==> config.mk <==
export PLATFORM = sky130hd
export DESIGN_NAME = height_reference_fusion
export DESIGN_NICKNAME = d
export VERILOG_FILES = /design/src/sv/hrf_pkg.sv /design/src/sv/hrf_acc_filter.sv /design/src/sv/hrf_height_fusion.sv /design/src/sv/height_reference_fusion.sv
export SDC_FILE = /design/constraint.sdc
export NUM_CORES = 2
export LEC_CHECK = 0
export BUFFER_PORTS_ARGS = -buffer_cell sky130_fd_sc_hd__buf_2
export CAP_MARGIN = 20
export CORE_MARGIN = 1
export CORE_UTILIZATION = 55
export CTS_CLUSTER_DIAMETER = 150
export DETAILED_ROUTE_END_ITERATION = 10
export PLACE_DENSITY = 0.75
export SYNTH_ARGS = -nofsm -noshare
export SYNTH_HDL_FRONTEND = slang
export SYNTH_HIERARCHICAL = 1
export SYNTH_SLANG_ARGS = --single-unit
==> constraint.sdc <==
create_clock -name clk -period 16.9 [get_ports clk]
set_input_delay 2.535 -clock clk [delete_from_list [all_inputs] [get_ports clk]]
set_output_delay 2.535 -clock clk [all_outputs]
set_load 0.03 [all_outputs]
==> src/sv/hrf_pkg.sv <==
// Shared types, constants and the sat32 saturation helper for the height reference fusion block.
`default_nettype none

package hrf_pkg;

  localparam int unsigned IN_DATA_W  = 64;
  localparam int unsigned OUT_DATA_W = 40;
  localparam int unsigned CFG_W      = 10;
  localparam int unsigned REF_W      = 23;
  localparam int unsigned ACC_W      = 16;
  localparam int unsigned SUM_W      = 36;

  localparam logic [11:0] ACC_COEF_Q16 = 12'd1966;
  localparam logic signed [31:0] REF_LIMIT = 32'sd4000000;

  typedef enum logic {
    OP_ACC    = 1'b0,
    OP_FUSION = 1'b1
  } op_t;

  typedef enum logic [1:0] {
    PH_CAPTURE  = 2'd0,
    PH_CAPTURED = 2'd1,
    PH_TAKEOFF  = 2'd2
  } phase_t;

  typedef struct packed {
    logic [2:0]         pad;
    logic               imu_ready;
    logic               auto_takeoff_mode;
    logic               is_flying;
    logic               is_taking_off;
    logic               flow_tof_enabled;
    logic               tof_enabled;
    logic               range_hw_ok;
    logic [15:0]        flow_height_cm;
    logic signed [21:0] baro_height_cm;
    logic signed [15:0] world_acc_z;
  } item_t;

  typedef struct packed {
    logic signed [15:0] acc_filtered;
    logic               fusion_pause;
    logic signed [22:0] ref_height_cm;
  } result_t;

  function automatic logic signed [31:0] sat32(input logic signed [SUM_W-1:0] v);
    logic top_ones;
    logic top_zeros;
    top_ones  = &v[SUM_W-1:31];
    top_zeros = ~|v[SUM_W-1:31];
    if (top_ones || top_zeros) begin
      sat32 = v[31:0];
    end else if (v[SUM_W-1]) begin
      sat32 = {1'b1, 31'b0};
    end else begin
      sat32 = {1'b0, {31{1'b1}}};
    end
  endfunction

endpackage

`default_nettype wire

==> src/sv/hrf_acc_filter.sv <==
// Q16.16 low-pass filter on vertical acceleration with its state register.
`default_nettype none

module hrf_acc_filter (
  input  wire logic                        clk,
  input  wire logic                        rst,
  input  wire logic                        step,
  input  wire logic signed [15:0]          world_acc_z,
  output logic signed [hrf_pkg::ACC_W-1:0] acc_filtered
);
  import hrf_pkg::*;

  logic signed [31:0] acc_state;
  logic signed [31:0] acc_state_next;
  logic signed [32:0] target;
  logic signed [32:0] diff;
  logic signed [44:0] prod;
  logic signed [44:0] prod_bias;
  logic signed [44:0] prod_biased;
  logic signed [28:0] delta;
  logic signed [32:0] out_biased;

  always_comb begin
    target      = 33'({world_acc_z, 16'b0});
    target      = $signed({world_acc_z[15], world_acc_z, 16'b0});
    diff        = target - 33'(acc_state);
    prod        = 45'(diff) * $signed({33'b0, ACC_COEF_Q16});
    prod_bias   = prod[44] ? 45'sd65535 : 45'sd0;
    prod_biased = prod + prod_bias;
    delta       = 29'(prod_biased >>> 16);
    acc_state_next = acc_state;
    if (step) begin
      acc_state_next = acc_state + 32'(delta);
    end
    out_biased   = 33'(acc_state_next) + (acc_state_next[31] ? 33'sd65535 : 33'sd0);
    acc_filtered = out_biased[31:16];
  end

  always_ff @(posedge clk) begin
    if (rst) begin
      acc_state <= '0;
    end else begin
      acc_state <= acc_state_next;
    end
  end

endmodule

`default_nettype wire

==> src/sv/hrf_height_fusion.sv <==
// Ground offset capture, barometer and range height fusion, and reference selection.
`default_nettype none

module hrf_height_fusion (
  input  wire logic                        clk,
  input  wire logic                        rst,
  input  wire logic                        step,
  input  wire hrf_pkg::item_t              item,
  input  wire logic [hrf_pkg::CFG_W-1:0]   baro_fix_offset,
  output logic signed [hrf_pkg::REF_W-1:0] ref_height_cm,
  output logic                             fusion_pause
);
  import hrf_pkg::*;

  phase_t             phase, phase_next, phase1, phase2;
  logic signed [21:0] ground_baro, ground_baro_next;
  logic signed [11:0] fix_term, fix_term_next;
  logic signed [31:0] baro_rel, baro_rel_next;
  logic signed [31:0] t2b_adjust, t2b_adjust_next, adj1;
  logic signed [31:0] b2t_adjust, b2t_adjust_next;
  logic               latched, latched_next;
  logic [15:0]        held_flow, held_flow_next;
  logic signed [31:0] last_ref, last_ref_next;
  logic               pause, pause_next;

  logic               captured;
  logic               range_on;
  logic               hw_live;
  logic signed [SUM_W-1:0] rel_sum;
  logic signed [SUM_W-1:0] held_ext;
  logic signed [31:0]      range_ref;
  logic signed [SUM_W-1:0] adj_sum;
  logic signed [SUM_W-1:0] adj_bias;
  logic signed [SUM_W-1:0] adj_biased;
  logic signed [SUM_W-1:0] adj_half;

  always_comb begin
    phase_next       = phase;
    ground_baro_next = ground_baro;
    fix_term_next    = fix_term;
    baro_rel_next    = baro_rel;
    t2b_adjust_next  = t2b_adjust;
    b2t_adjust_next  = b2t_adjust;
    latched_next     = latched;
    held_flow_next   = held_flow;
    last_ref_next    = last_ref;
    pause_next       = pause;

    phase1 = phase;
    adj1   = t2b_adjust;
    if (item.is_taking_off) begin
      phase1 = PH_TAKEOFF;
    end else begin
      if (phase == PH_TAKEOFF) begin
        phase1 = PH_CAPTURE;
      end
      adj1 = '0;
    end

    captured = (phase1 != PH_CAPTURE);
    rel_sum  = SUM_W'(item.baro_height_cm) - SUM_W'(ground_baro)
             + SUM_W'(fix_term) + SUM_W'(adj1);
    if (captured) begin
      baro_rel_next = sat32(rel_sum);
      phase2        = phase1;
    end else begin
      ground_baro_next = item.baro_height_cm;
      phase2           = item.imu_ready ? PH_CAPTURED : PH_CAPTURE;
    end

    pause_next    = !item.is_flying && item.auto_takeoff_mode;
    fix_term_next = pause_next ? 12'sd0 : -$signed({1'b0, baro_fix_offset, 1'b0});

    hw_live  = item.range_hw_ok && (phase2 != PH_CAPTURE);
    range_on = hw_live && (item.tof_enabled || item.flow_tof_enabled);

    if (range_on && item.flow_tof_enabled) begin
      held_flow_next = item.flow_height_cm;
    end
    held_ext = $signed(SUM_W'(held_flow_next));
    if (range_on && !latched) begin
      b2t_adjust_next = sat32(SUM_W'(baro_rel_next) - held_ext);
    end
    range_ref  = sat32(held_ext + SUM_W'(b2t_adjust_next));
    adj_sum    = SUM_W'(adj1) + SUM_W'(range_ref) - SUM_W'(baro_rel_next);
    adj_bias   = adj_sum[SUM_W-1] ? SUM_W'(1) : SUM_W'(0);
    adj_biased = adj_sum + adj_bias;
    adj_half   = adj_biased >>> 1;

    if (range_on) begin
      latched_next    = 1'b1;
      last_ref_next   = range_ref;
      t2b_adjust_next = sat32(adj_half);
    end else begin
      if (hw_live) begin
        latched_next = 1'b0;
      end
      last_ref_next   = baro_rel_next;
      t2b_adjust_next = adj1;
    end
    phase_next = phase2;

    if (!step) begin
      phase_next       = phase;
      ground_baro_next = ground_baro;
      fix_term_next    = fix_term;
      baro_rel_next    = baro_rel;
      t2b_adjust_next  = t2b_adjust;
      b2t_adjust_next  = b2t_adjust;
      latched_next     = latched;
      held_flow_next   = held_flow;
      last_ref_next    = last_ref;
      pause_next       = pause;
    end

    if (last_ref_next > REF_LIMIT) begin
      ref_height_cm = REF_W'(REF_LIMIT);
    end else if (last_ref_next < -REF_LIMIT) begin
      ref_height_cm = REF_W'(-REF_LIMIT);
    end else begin
      ref_height_cm = last_ref_next[REF_W-1:0];
    end
    fusion_pause = pause_next;
  end

  always_ff @(posedge clk) begin
    if (rst) begin
      phase       <= PH_CAPTURE;
      ground_baro <= '0;
      fix_term    <= '0;
      baro_rel    <= '0;
      t2b_adjust  <= '0;
      b2t_adjust  <= '0;
      latched     <= 1'b0;
      held_flow   <= '0;
      last_ref    <= '0;
      pause       <= 1'b0;
    end else begin
      phase       <= phase_next;
      ground_baro <= ground_baro_next;
      fix_term    <= fix_term_next;
      baro_rel    <= baro_rel_next;
      t2b_adjust  <= t2b_adjust_next;
      b2t_adjust  <= b2t_adjust_next;
      latched     <= latched_next;
      held_flow   <= held_flow_next;
      last_ref    <= last_ref_next;
      pause       <= pause_next;
    end
  end

endmodule

`default_nettype wire

==> src/sv/height_reference_fusion.sv <==
// Top level of the height reference fusion block: input register, datapath and result register.
//
// Requests arrive on the s_axis channel; tuser selects an acceleration sample (0) or a
// height fusion step (1), and tdata carries the sensor fields and mode flags.
// Every request produces exactly one result on the m_axis channel with the saturated
// reference height, the estimator pause flag and the filtered vertical acceleration.
// The barometer fix offset is written through cfg_we and cfg_wdata; the user must do so only
// while no request is in flight, as the block itself does not enforce it.
// A request accepted at a clock edge is held in the input register and processed once the result
// register is free; its result is then registered and offered from the result register.
// One request is accepted per cycle while the receiver takes the results; the fusion or
// filter unit selected by the op makes a single state update per request.
// When the receiver stalls, the result register holds its value and the input register
// keeps one further request, after which s_axis_tready drops until the result is taken.
// Reset clears the configuration, the filter state, the fusion state and both valid
// flags, so the block accepts requests as soon as reset is released.
`default_nettype none

module height_reference_fusion (
  input  wire logic                             clk,
  input  wire logic                             rst,
  input  wire logic                             cfg_we,
  input  wire logic [hrf_pkg::CFG_W-1:0]        cfg_wdata,
  input  wire logic                             s_axis_tvalid,
  output logic                                  s_axis_tready,
  // world_acc_z, baro_height_cm, flow_height_cm, range_hw_ok, tof_enabled,
  // flow_tof_enabled, is_taking_off, is_flying, auto_takeoff_mode, imu_ready, zero fill.
  input  wire logic [hrf_pkg::IN_DATA_W-1:0]    s_axis_tdata,
  // op.
  input  wire logic                             s_axis_tuser,
  output logic                                  m_axis_tvalid,
  input  wire logic                             m_axis_tready,
  // ref_height_cm, fusion_pause, acc_filtered.
  output logic [hrf_pkg::OUT_DATA_W-1:0]        m_axis_tdata
);
  import hrf_pkg::*;

  logic [CFG_W-1:0] baro_fix_offset;
  logic             in_valid;
  item_t            in_item;
  op_t              in_op;
  logic             advance;
  logic             acc_step;
  logic             fusion_step;
  result_t          result, result_next;
  logic             out_valid;
  logic signed [ACC_W-1:0] acc_filtered;
  logic signed [REF_W-1:0] ref_height;
  logic                    fusion_pause;

  assign advance       = in_valid && (!out_valid || m_axis_tready);
  assign s_axis_tready = !in_valid || advance;
  assign acc_step      = advance && (in_op == OP_ACC);
  assign fusion_step   = advance && (in_op == OP_FUSION);

  hrf_acc_filter u_acc (
    .clk          (clk),
    .rst          (rst),
    .step         (acc_step),
    .world_acc_z  (in_item.world_acc_z),
    .acc_filtered (acc_filtered)
  );

  hrf_height_fusion u_fusion (
    .clk             (clk),
    .rst             (rst),
    .step            (fusion_step),
    .item            (in_item),
    .baro_fix_offset (baro_fix_offset),
    .ref_height_cm   (ref_height),
    .fusion_pause    (fusion_pause)
  );

  assign result_next = {acc_filtered, fusion_pause, ref_height};

  always_ff @(posedge clk) begin
    if (rst) begin
      baro_fix_offset <= '0;
      in_valid        <= 1'b0;
      out_valid       <= 1'b0;
    end else begin
      if (cfg_we) begin
        baro_fix_offset <= cfg_wdata;
      end
      if (s_axis_tready) begin
        in_valid <= s_axis_tvalid;
      end
      if (advance) begin
        out_valid <= 1'b1;
      end else if (m_axis_tready) begin
        out_valid <= 1'b0;
      end
    end
  end

  always_ff @(posedge clk) begin
    if (s_axis_tready && s_axis_tvalid) begin
      in_item <= item_t'(s_axis_tdata);
      in_op   <= op_t'(s_axis_tuser);
    end
    if (advance) begin
      result <= result_next;
    end
  end

  assign m_axis_tvalid = out_valid;
  assign m_axis_tdata  = result;

endmodule

`default_nettype wire
# Yosys cells after proc, flatten, opt, wreduce, memory -nomap -nowiden

Index checks and enable logic that the tools add are counted.

$add $sub $neg: 13
Multiply operators: 1
Order comparisons: 2
Equality and inequality tests: 1
Multiplexer cells: 30
Bitwise gates (word level): 2
Reductions and logical operators: 39

Operators by type and width:

| operator                                                                           | count |
|---|---|
| 32-bit two-way mux                                                                 | 15 |
| 16-bit two-way mux                                                                 | 3 |
| 45-bit by 17-bit adder with 45-bit output                                          | 1 |
| 33-bit by 11-bit multiplier with 44-bit output (second input constant)             | 1 |
| 36-bit by 32-bit adder with 36-bit output                                          | 1 |
| 36-bit adder                                                                       | 1 |
| 33-bit by 32-bit subtractor with 34-bit output                                     | 1 |
| 17-bit by 32-bit adder with 33-bit output                                          | 1 |
| 32-bit by 32-bit adder with 33-bit output                                          | 1 |
| 32-bit by 17-bit subtractor with 33-bit output                                     | 1 |
| 32-bit by 32-bit subtractor with 33-bit output                                     | 1 |
| 32-bit by 17-bit adder with 32-bit output                                          | 1 |
| 32-bit by 29-bit adder with 32-bit output                                          | 1 |
| 32-bit by 23-bit greater-than comparator with 1-bit output (second input constant) | 1 |
| 32-bit by 23-bit less-than comparator with 1-bit output (second input constant)    | 1 |
| 23-bit by 12-bit adder with 24-bit output                                          | 1 |
| 23-bit two-way mux                                                                 | 1 |
| 22-bit by 22-bit subtractor with 23-bit output                                     | 1 |
| 5-bit AND reduction                                                                | 3 |
| 5-bit OR reduction                                                                 | 3 |
| 12-bit two-way mux                                                                 | 1 |
| 11-bit negation with 12-bit output                                                 | 1 |
| 1-bit logical AND                                                                  | 9 |
| 1-bit logical NOT                                                                  | 8 |
| other kinds (10)                                                                   | 29 |

Flip-flop bits (word level): 328
Bits of input ports: 80

# Longest topological paths before layout

Depth in word-level cells: 30
Depth in mapped cells: 84
Mapped depth without buffers: 76

# Hierarchy

Netlist, hierarchy kept.

Modules (own cells, without submodules):

| module                  | instances | cells each | area each (um^2) | seq. area each (um^2) |
|---|---|---|---|---|
| hrf_height_fusion       | 1         | 2481       | 18346.3          | 3603.5 |
| hrf_acc_filter          | 1         | 1758       | 14521.4          | 640.6 |
| height_reference_fusion | 1         | 149        | 3604.7           | 3393.3 |

# Worst setup path before layout

No wires, ideal clock.

Path kind: flip-flop to flip-flop
Start point: register u_fusion.fix_term[11]
End point: register u_fusion.t2b_adjust[15]
Data arrival time: 16553 ps
Setup slack: 219 ps
Cell stages (with the launch flop): 79
Buffers on the path: 8
Clock period less this slack: 16681 ps
Cells stage by stage: dfxtp_1 -> inv_1 -> fa_1 -> inv_1 -> fa_1 -> ha_1 -> buf_2 -> a21oi_1 -> o21ai_2 -> a211oi_1 -> o41a_1 -> and3_1 -> nor2_1 -> clkbuf_1 -> a21oi_1 -> o31ai_1 -> ha_1 -> nor2b_1 -> [43 not listed] -> o211a_1 -> o31ai_1 -> nand4_1 -> a31oi_1 -> nor2b_1 -> ha_1 -> nand2_1 -> nor3_1 -> nand3_1 -> or2_2 -> nor2_1 -> a21oi_1 -> o211ai_1 -> o311a_1 -> clkbuf_1 -> o21ai_0 -> a22oi_1 -> nor2_1

Longest elaborated chain between the ends: 27
Elaborated cells on any way between the ends: 35
Classes of those cells: add/sub (7); mux (12); reduce/logical (16)

RTL lines:

| element                                            | line                     | source |
|---|---|---|
| start, declared                                    | hrf_height_fusion.sv:17  | `logic signed [11:0] fix_term, fix_term_next;` |
| start signal, assigned                             | hrf_height_fusion.sv:141 | `fix_term <= fix_term_next;` |
| 23-bit by 12-bit adder with 24-bit output (*)      | hrf_height_fusion.sv:62  | `+ SUM_W'(fix_term) + SUM_W'(adj1);` |
| 36-bit by 32-bit adder with 36-bit output (*)      | hrf_height_fusion.sv:62  |  |
| 5-bit OR reduction                                 | hrf_pkg.sv:51            | `top_zeros = ~\|v[SUM_W-1:31];` |
| 1-bit logical NOT                                  | hrf_pkg.sv:51            |  |
| 1-bit logical OR                                   | hrf_pkg.sv:52            | `if (top_ones \|\| top_zeros) begin` |
| 32-bit two-way mux (*)                             | hrf_pkg.sv:52            |  |
| 32-bit two-way mux (*)                             | hrf_height_fusion.sv:63  | `if (captured) begin` |
| 32-bit by 17-bit subtractor with 33-bit output     | hrf_height_fusion.sv:82  | `b2t_adjust_next = sat32(SUM_W'(baro_rel_next) - held_ext);` |
| [11 not listed]                                    | --                       |  |
| 33-bit by 32-bit subtractor with 34-bit output (*) | hrf_height_fusion.sv:85  | `adj_sum = SUM_W'(adj1) + SUM_W'(range_ref) - SUM_W'(baro_rel_next);` |
| 1-bit two-way mux                                  | hrf_height_fusion.sv:86  | `adj_bias = adj_sum[SUM_W-1] ? SUM_W'(1) : SUM_W'(0);` |
| 36-bit adder (*)                                   | hrf_height_fusion.sv:87  | `adj_biased = adj_sum + adj_bias;` |
| 4-bit OR reduction                                 | hrf_pkg.sv:51            |  |
| 1-bit logical NOT                                  | hrf_pkg.sv:51            |  |
| 1-bit logical OR                                   | hrf_pkg.sv:52            |  |
| 32-bit two-way mux (*)                             | hrf_pkg.sv:52            |  |
| 32-bit two-way mux (*)                             | hrf_height_fusion.sv:90  | `if (range_on) begin` |
| end signal, assigned                               | hrf_height_fusion.sv:143 | `t2b_adjust <= t2b_adjust_next;` |
| end, declared                                      | hrf_height_fusion.sv:19  | `logic signed [31:0] t2b_adjust, t2b_adjust_next, adj1;` |

Mark *: on every way between the ends. The rest lies on a longest branch, timed or not.
A chain may end at the register's enable or synchronous reset.

# Final worst setup path

Start point: register u_acc.acc_state[2]
End point: register result, in the netlist m_axis_tdata[34], data pin

Longest elaborated chain between the ends: 8

RTL lines:

| element                                        | line                           | source |
|---|---|---|
| start, declared                                | hrf_acc_filter.sv:13           | `logic signed [31:0] acc_state;` |
| start signal, assigned                         | hrf_acc_filter.sv:43           | `acc_state <= acc_state_next;` |
| 32-bit by 32-bit subtractor with 33-bit output | hrf_acc_filter.sv:26           | `diff = target - 33'(acc_state);` |
| 33-bit by 11-bit multiplier with 44-bit output | hrf_acc_filter.sv:27           | `prod = 45'(diff) * $signed({33'b0, ACC_COEF_Q16});` |
| 16-bit two-way mux                             | hrf_acc_filter.sv:28           | `prod_bias = prod[44] ? 45'sd65535 : 45'sd0;` |
| 45-bit by 17-bit adder with 45-bit output      | hrf_acc_filter.sv:29           | `prod_biased = prod + prod_bias;` |
| 32-bit by 29-bit adder with 32-bit output      | hrf_acc_filter.sv:33           | `acc_state_next = acc_state + 32'(delta);` |
| 32-bit two-way mux (*)                         | hrf_acc_filter.sv:32           | `if (step) begin` |
| 16-bit two-way mux                             | hrf_acc_filter.sv:35           | `out_biased = 33'(acc_state_next) + (acc_state_next[31] ? 33'sd65535 : 33'sd0);` |
| 32-bit by 17-bit adder with 32-bit output (*)  | hrf_acc_filter.sv:35           |  |
| via acc_filtered[10]                           | height_reference_fusion.sv:47  | `logic signed [ACC_W-1:0] acc_filtered;` |
| end signal, assigned                           | height_reference_fusion.sv:102 | `result <= result_next;` |
| end, declared                                  | height_reference_fusion.sv:45  | `result_t result, result_next;` |

Mark *: on every way through the listed nets, which the timed path passes. The rest lies on a longest branch.

==> flow_metrics.py <==
metrics = {
    "timing": {
        "timing.final.crit_share": 0.961,
        "setup_violations": 0,
        "period_minus_slack_ns": 16.25,
        "drv_slew": 0,
        "slew-limit-headroom": 0.281,
        "tightest_slew_ns": 1.08,
        "finClkSkew_ns": 0.0182,
        "hold-worst-slack_ns": 0.453,
        "fin_setup_tns_ns": 0,
        "hold_viol_final": 0,
        "fmax_mhz": 61.5,
    },
    "clock_network": {
        "clk_pin_slew_worst_paths_ns": 0.07,
        "clock_latency_ns": 0.56,
        "cts_buffer_depth": 3,
        "cts-hold-fix-buffers": 0,
        "cts_tree": "built",
        "cts_buffers": 38,
        "htreeDepth": 2,
        "clock_sinks": 326,
        "cts_root_buffer": "clkbuf_16",
    },
    "routing": {
        "drcViolationCount": 0,
        "dr.pass1.iters": 7,
        "viasPerCell": 5.85,
        "ant_nets": 0,
        "drt_iter0_drc": 3250,
        "wl_per_cell_um": 18.5,
        "wirelength_mm": 104,
        "vias": 32723,
    },
    "global_route": {
        "grt.overflow.total": 0,
        "grt_pass1_vias": 31514,
        "antenna_found_initial": 0,
        "grt_pass1_wl_mm": 166,
        "grtUsageTotal": 0.309,
        "grt_start_max_net_pins": 95,
    },
    "layout": {
        "syn2layout_area_growth_pct": 14.3,
        "fillerInstances": 5566,
        "multi_input_area_um2": 26400,
        "antennaDiodeCount": 0,
        "nets": 5356,
        "seq_area_um2": 7550,
        "layout-drive-gt1-share": 0.145,
    },
    "critical_path": {
        "worstPathMaxFanout": 14,
        "r2r_slack_ns": 0.65,
        "timing.rr.end": "m_axis_tdata[34]$_DFFE_PP_",
        "crit_path_max_incr_delay_ns": 0.58,
        "critPathSlowestCell": "or4_4",
        "crit_required_ns": 17.32,
        "crit_type": "flop to flop",
        "crit_path_end_kind": "flop",
        "cpMostUsedCell": "a21oi_2",
        "startpoint_type": "flop",
        "reg2regPathDepth": 79,
        "crit_arrival_ns": 16.66,
        "reg2reg_from": "u_acc/acc_state[2]$_SDFF_PP0_",
    },
    "hold_path": {
        "hold_path_end": "u_fusion/ground_baro[15]$_SDFFE_PP0P_",
        "hold_start": "u_fusion/ground_baro[15]$_SDFFE_PP0P_",
        "hold_depth": 2,
        "hold_class": "flop to flop",
    },
    "synth": {
        "ys_warn_count": 6,
        "syn_inst": 4385,
        "synthesis.area_um2": 36400,
        "synth_nets": 5035,
        "avgSynthCellArea_um2": 8.30,
    },
    "die": {
        "initial_core_util": 0.560,
        "row_count": 93,
        "dieArea_um2": 67200,
        "die_w_um": 259,
        "core_area_um2": 64900,
        "die_h_um": 259,
        "num_io_pins": 122,
    },
    "placed_design": {
        "place_congestion": 0.990,
        "hpwl_mm": 82.2,
        "io_buffers": 118,
    },
    "status": {
        "status": "finished clean",
    },
    "job": {
        "maxCapViolations": 0,
    },
}
critical path, delay by kind of cell, from the launching register on:
family | cells | cell delay (ns)
and+or+nand+nor | 28 | 5.52
AOI/OAI and AO/OA | 27 | 4.46
adders and majority gates | 9 | 3.65
buffers and inverters | 12 | 1.54
DFF | 1 | 0.31
xor gates and xnor gates | 2 | 0.30
muxes | 1 | 0.29
metal layers:
layer | track usage | vias to the layer above | wire, um
met5 | 0 | - | 0
met1 | 0.461 | 15567 | 47800
li1 | - | 15707 | -
met3 | 0.0397 | 142 | 9050
met2 | 0.477 | 1307 | 44600
met4 | 0.0658 | 0 | 2070
what timing repair did:
item,4_1_cts,5_1_grt
setup endpoints to repair,36,48
pin swaps,0,38
resized for setup,10,94
buffers inserted,1,11
gates cloned,0,1
registers in the layout, summed over array words and instances (netlist names):
name                  flops
u_fusion/t2b_adjust      32
in_item                  61
u_fusion/pause            1
u_acc/acc_state          32
u_fusion/b2t_adjust      32
m_axis_tvalid             1
in_valid                  1
in_op                     1
u_fusion/fix_term        11
baro_fix_offset          10
u_fusion/held_flow       16
u_fusion/phase            1
u_fusion/last_ref        32
u_fusion/baro_rel        32
m_axis_tdata             40
u_fusion/ground_baro     22
u_fusion/latched          1
cell usage in the layout (no fill, tap or decap), drive strengths merged, types with 24 or more instances in the layout:
master / instances
or3: 27
a211oi: 65
fa: 262
mux2i: 65
nor3: 107
nor3b: 24
nand4: 54
o21ai: 190
a31oi: 46
a22oi: 39
nand3: 62
o21bai: 37
o31ai: 37
xnor2: 182
a21o: 91
and3: 31
xor2: 119
nor2b: 57
and2: 41
a21oi: 332
inv: 587
buf: 447
nand2b: 42
clkbuf: 53
o21a: 43
nand2: 389
edfxtp: 102
nor4: 29
nor2: 357
dfxtp: 224
ha: 308
per-stage QoR:
step                utilization  cell area, um2  cells  setup slack (ns)
floorplan                     -           36400   4385             0.219
global placement          0.613           39800   5507             0.139
detailed placement        0.613           39800   5508            -0.120
CTS                       0.633           41100   5578            0.0255
global route              0.641           41600   5590            -0.168
finish                    0.641           41600   5590             0.652
layout make-up:
class / instances / share of cell area
clock buffers: 52 / 0.0249
flip-flops and latches: 326 / 0.181
multi-input cells: 3307 / 0.634
clock inverters: 17 / 0.00466
repair buffers: 448 / 0.0762
well taps: 855 / 0.0257
inverters: 585 / 0.0529
how the worst max path moves through the flow:
stage | from | end | slack, ns | cells past startpoint
global placement | in_item[17]$_DFFE_PP_ | u_fusion/t2b_adjust[26]$_SDFFE_PP0P_ | 0.14 | 78
global route | u_acc/acc_state[4]$_SDFF_PP0_ | m_axis_tdata[34]$_DFFE_PP_ | -0.17 | 79
detailed placement | in_item[17]$_DFFE_PP_ | u_fusion/t2b_adjust[26]$_SDFFE_PP0P_ | -0.12 | 80
floorplan | u_fusion/fix_term[11]$_SDFFE_PP0P_ | u_fusion/t2b_adjust[15]$_SDFFE_PP0P_ | 0.22 | 78
finish | u_acc/acc_state[2]$_SDFF_PP0_ | m_axis_tdata[34]$_DFFE_PP_ | 0.65 | 79
CTS | in_item[17]$_DFFE_PP_ | u_fusion/t2b_adjust[29]$_SDFFE_PP0P_ | 0.03 | 75
Power is not shown: default switching activity piles up to over one toggle a cycle in this logic, so the estimate is an artifact.
